**config.mk**
```make
export PLATFORM = sky130hd
export DESIGN_NAME = isms_cell
export DESIGN_NICKNAME = d
export VERILOG_FILES = /design/src/rtl/isms_pkg.sv /design/src/rtl/isms_cell.sv
export SDC_FILE = /design/constraint.sdc
export NUM_CORES = 1
export LEC_CHECK = 0
export ABC_AREA = 1
export BUFFER_PORTS_ARGS = -buffer_cell sky130_fd_sc_hd__buf_2
export CAP_MARGIN = 20
export CORE_UTILIZATION = 45
export CTS_BUF_LIST = sky130_fd_sc_hd__clkbuf_16
export CTS_CLUSTER_SIZE = 16
export DETAILED_ROUTE_END_ITERATION = 8
export PLACE_DENSITY_LB_ADDON = 0.15
export SYNTH_ARGS = -nofsm -noshare
export SYNTH_HDL_FRONTEND = slang
export SYNTH_SLANG_ARGS = --single-unit
```
**constraint.sdc**
```tcl
create_clock -name clk -period 4.3 [get_ports clk]
set_input_delay 0.43 -clock clk [delete_from_list [all_inputs] [get_ports clk]]
set_output_delay 0.43 -clock clk [all_outputs]
set_load 0.01 [all_outputs]
```
**src/rtl/isms_pkg.sv**
```systemverilog
// ----------------------------------------------------------------------------
// isms_pkg
// Shared types and constants for the interval set merge table.
// ----------------------------------------------------------------------------
package isms_pkg;

	localparam int MAX_RANGES_DEF = 64;

	typedef struct packed {
		logic        op;
		logic [31:0] range_start;
		logic [31:0] range_end;
	} isms_req_t;

	typedef struct packed {
		logic       overlap_found;
		logic       table_full;
		logic [6:0] stored_ranges;
	} isms_rsp_t;

	localparam logic OP_QUERY  = 1'b0;
	localparam logic OP_INSERT = 1'b1;

	typedef enum logic [2:0] {
		CELL_HOLD   = 3'd0,
		CELL_EVAL   = 3'd1,
		CELL_INSERT = 3'd2,
		CELL_ABSORB = 3'd3,
		CELL_FINAL  = 3'd4
	} cell_cmd_t;

	typedef struct packed {
		cell_cmd_t cmd;
		logic      query;
	} cell_ctl_t;

endpackage

```
**src/rtl/isms_cell.sv**
```systemverilog
// ----------------------------------------------------------------------------
// isms_cell
// One table slot: holds a range, compares it against the broadcast range and
// shifts toward either neighbor on insert or compaction.
// ----------------------------------------------------------------------------
module isms_cell #(
	parameter int IDX   = 0,
	parameter int CNT_W = 7
) (
	input  logic                clk,
	input  logic                arst_n,
	input  isms_pkg::cell_ctl_t ctl,
	input  logic [31:0]         rng_lo,
	input  logic [31:0]         rng_hi,
	input  logic [CNT_W-1:0]    count,
	input  logic                left_pos,
	input  logic                left_mark,
	input  logic [31:0]         left_lo,
	input  logic [31:0]         left_hi,
	input  logic                right_pos,
	input  logic                right_mark,
	input  logic [31:0]         right_lo,
	input  logic [31:0]         right_hi,
	output logic [31:0]         lo,
	output logic [31:0]         hi,
	output logic                pos,
	output logic                mark
);

	logic [31:0] lo_q, hi_q;
	logic        pos_q, mark_q;
	logic        used, below, above, ovl, first, ins_slot;

	always_comb begin
		used     = count > CNT_W'(IDX);
		below    = used && (({1'b0, hi_q} + 33'd1) < {1'b0, rng_lo});
		above    = used && ({1'b0, lo_q} > ({1'b0, rng_hi} + 33'd1));
		ovl      = used && (lo_q <= rng_hi) && (hi_q >= rng_lo);
		first    = mark_q && !left_mark;
		ins_slot = pos_q && !left_pos;
	end

	always_ff @(posedge clk or negedge arst_n) begin
		if (!arst_n) begin
			pos_q  <= 1'b1;
			mark_q <= 1'b0;
		end else begin
			unique case (ctl.cmd)
				isms_pkg::CELL_EVAL: begin
					pos_q  <= !below;
					mark_q <= ctl.query ? ovl : (used && !below && !above);
				end
				isms_pkg::CELL_ABSORB: begin
					if (pos_q && !first) begin
						pos_q  <= right_pos;
						mark_q <= right_mark;
					end
				end
				default: ;
			endcase
		end
	end

	always_ff @(posedge clk) begin
		unique case (ctl.cmd)
			isms_pkg::CELL_INSERT: begin
				if (ins_slot) begin
					lo_q <= rng_lo;
					hi_q <= rng_hi;
				end else if (left_pos) begin
					lo_q <= left_lo;
					hi_q <= left_hi;
				end
			end
			isms_pkg::CELL_ABSORB: begin
				if (first) begin
					hi_q <= right_hi;
				end else if (pos_q) begin
					lo_q <= right_lo;
					hi_q <= right_hi;
				end
			end
			isms_pkg::CELL_FINAL: begin
				if (first) begin
					if (rng_lo < lo_q)
						lo_q <= rng_lo;
					if (rng_hi > hi_q)
						hi_q <= rng_hi;
				end
			end
			default: ;
		endcase
	end

	assign lo   = lo_q;
	assign hi   = hi_q;
	assign pos  = pos_q;
	assign mark = mark_q;

endmodule

```
==> flow_summary.toml <==
[synthesis]
synthAdderAreaFrac = 0.251
synth_simple_gate_area_frac = 0.207
yosysTopAreaCell = "ha_1"
synth-compound-area-share = 0.200
synthCells = 1327
synth_area_leaders = "ha_1, edfxtp_1, nand2_1"
synth_fp_nets = 1729
muxShareOfSynthArea = 0
syn_avg_cell_area_um2 = 7.24
synth_seq_cells = 66
synth_top_family_by_area = "adder cells"
synth_cell_types = 45
ys_warn_count = 0
synth-xor-area-share = 0.0492
syn_area_mm2 = 0.00961
synth_top_area_share = 0.251
ys_seq_area_frac = 0.205

[cells_and_area]
area_growth_pct = 21.2
drive_gt1_frac = 0.203
fin_cells = 1868
antennaDiodeCount = 0
final_net_count = 1990

[clock_tree]
root_buffer = "clkbuf_16"
cts_sinks = 66
numCtsBuffers = 9
insertion_delay_ps = 350
cts_tree = "built"
clockBufferDepth = 2
cts_post_setup_buffers_inserted = 0
cts.repair.resized = 0
clkTransAtPathRegs_ps = 60
ctsHoldBuffers = 1
htreeDepth = 3

[critical_path]
worstSetupEndpointType = "flop"
required_ps = 4590
r2r_setup_slack_ps = 530
critPathArrivalTime_ps = 4050
start_kind = "flop"
worstPathMaxFanout = 7
path_class = "reg -> reg"
r2r_cells = 22

[routing]
wl_per_cell_um = 18.2
drtIter0Drc = 901
drtAntennaViolNets = 0
avgViaCountPerCell = 5.54
drc = 0
wl_mm = 34.0
dr.pass1.iters = 5
vias = 10300

[grt]
grt_pass1_vias = 9536
grt_pass1_wl_mm = 51.9
grtUsageTotal = 0.308
grt_overflow = 0
grt_max_degree = 90
antenna_found_initial = 0

[timing]
fin_hold_ws_ps = 392
slew_headroom = 0.401
rsz0062_at_grt = "false"
finClkSkew_ps = 10.4
setup_violations = 0
layout_worst_path_cycle_share = 0.876
worstMarginPinSlew_ps = 899
post-route-min-period_ps = 3770
slew_viol_final = 0
fin_tns_setup_ps = 0
worst_slack_ps = 534
hold_viol_final = 0
fmax_ghz = 0.266

[floorplan]
die_height_um = 148
ios = 275
rows = 53
die_w_um = 148
initial_core_util = 0.459
die-area_mm2 = 0.0219
core_area_mm2 = 0.0210

[worst_hold_path]
hp-class = "in -> reg"
holdPathStages = 3

[place]
dpl.cell_count = 1850
place.gp.congestion = 0.948
post-place-ws_ps = 648
portBuffers = 274
dp_hpwl_mm = 27.6

[pwr]
power_density_mw_per_mm2 = 244
leakage_nw = 6.13
total_power_mw = 2.84
worst_ir_drop_vdd_uv = 192

[outcome]
status = "finished, final reports clean"

[flow_run]
maxCapViolCount = 0
-- cells in the mapped netlist (all sizes together) --
cell and n:
inv 187, nand4 27, o21bai 3, dfrtp 1, o21ai 166, and2 1
xor2 53, a21o 3, edfxtp 64, o21a 1, a31o 1, nand3 29
a31oi 1, ha 193, a21boi 1, a21oi 92, o31ai 1, clkbuf 33
nand2 259, nor3b 1, o221ai 2, or2 1, nor4 12, buf 1
o211ai 3, dfstp 1, xnor2 1, a22oi 65, clkinv 2, nor2 85
nor3 32, o22ai 1, a211oi 2, or4 1, and3 1
-- metal layers --
metal | global-route usage | share of wire | vias up
met5 | 0 | 0 | -
met3 | 0.0387 | 0.078 | 31
met1 | 0.443 | 0.46 | 4728
met4 | 0.0706 | 0.016 | 0
met2 | 0.487 | 0.44 | 460
li1 | - | - | 5124
-- power breakdown --
part	total [mW]	internal, mW	switching (mW)
Clock	0.818	0.501	0.317
Combinational	1.13	0.445	0.684
Sequential	0.896	0.800	0.0961
Total	2.84	1.75	1.10
-- area by class of cell --
| type | count | area [um2] |
|---|---|---|
| clock buffer | 9 | 225 |
| clock inverter | 7 | 83.8 |
| fill | 2094 | 9300 |
| inverter | 189 | 711 |
| multi-input combinational | 1038 | 6830 |
| sequential | 66 | 1970 |
| tap | 275 | 344 |
| timing repair buffer | 284 | 1480 |
-- registers in the layout, summed over array words and instances, names as in the netlist --
register	cells
hi	32
mark	1
lo	32
pos	1
-- critical path, stage by stage, from the launching register on --
cell and delay [ps]:
edfxtp_1 540, nand2_1 150, nor3_1 250, nand2_1 110, nor3_2 340, nand3_1 230
nor3_2 240, and3_1 260, nand4_1 120, xor2_1 170, ha_1 300, nand2_1 80
nor3_1 230, nand2_1 100, nor2_1 120, nand2_1 70, nand2_1 110, nand2_1 60
nand2_1 50, nand2_1 40, nand2_1 50, nand2_1 40, nand2_1 50
-- per-stage QoR --
step	area [um2]	utilization
finish	11700	0.556
global route	11700	0.556
CTS	11600	0.555
detailed placement	11300	0.540
global placement	11300	0.540
floorplan	9610	-
-- cells in the final DEF (no fill, tap or decap), types with 2 or more instances in the layout --
| master | n |
|---|---|
| buf_2 | 274 |
| nand2_1 | 258 |
| ha_1 | 193 |
| inv_1 | 185 |
| o21ai_0 | 166 |
| a21oi_1 | 91 |
| nor2_1 | 78 |
| a22oi_1 | 65 |
| edfxtp_1 | 64 |
| xor2_1 | 53 |
| nand4_1 | 26 |
| nor3_1 | 25 |
| nand3_1 | 24 |
| nor4_1 | 12 |
| clkbuf_16 | 9 |
| buf_4 | 7 |
| nor2_4 | 6 |
| nor3_2 | 6 |
| clkinv_1 | 4 |
| nand3_2 | 4 |
| o211ai_1 | 3 |
| o21bai_1 | 3 |
| a21o_1 | 3 |
| inv_2 | 2 |
| a211oi_1 | 2 |
| o221ai_1 | 2 |
| clkinv_2 | 2 |
| bufinv_16 | 2 |
-- cell families (layout without fill, tap and decap cells) --
family,count (synthesis),count (layout)
AO/OA/AOI/OAI,342,342
XOR/XNOR,54,54
adder cells (fa/ha/maj),193,193
buffers and inverters,223,489
flip-flops,66,66
AND/OR/NAND/NOR,449,449
-- worst paths after layout --
check,to,start
max,mark$_DFFE_PN0P_,hi[16]$_DFFE_PP_
min,hi[28]$_DFFE_PP_,right_hi[28]
max reg2reg,mark$_DFFE_PN0P_,hi[16]$_DFFE_PP_
min reg2reg,mark$_DFFE_PN0P_,mark$_DFFE_PN0P_
max in group asynchronous,pos$_DFFE_PN1P_,arst_n
min in group asynchronous,mark$_DFFE_PN0P_,arst_n
(Power assumes the default switching activity.)
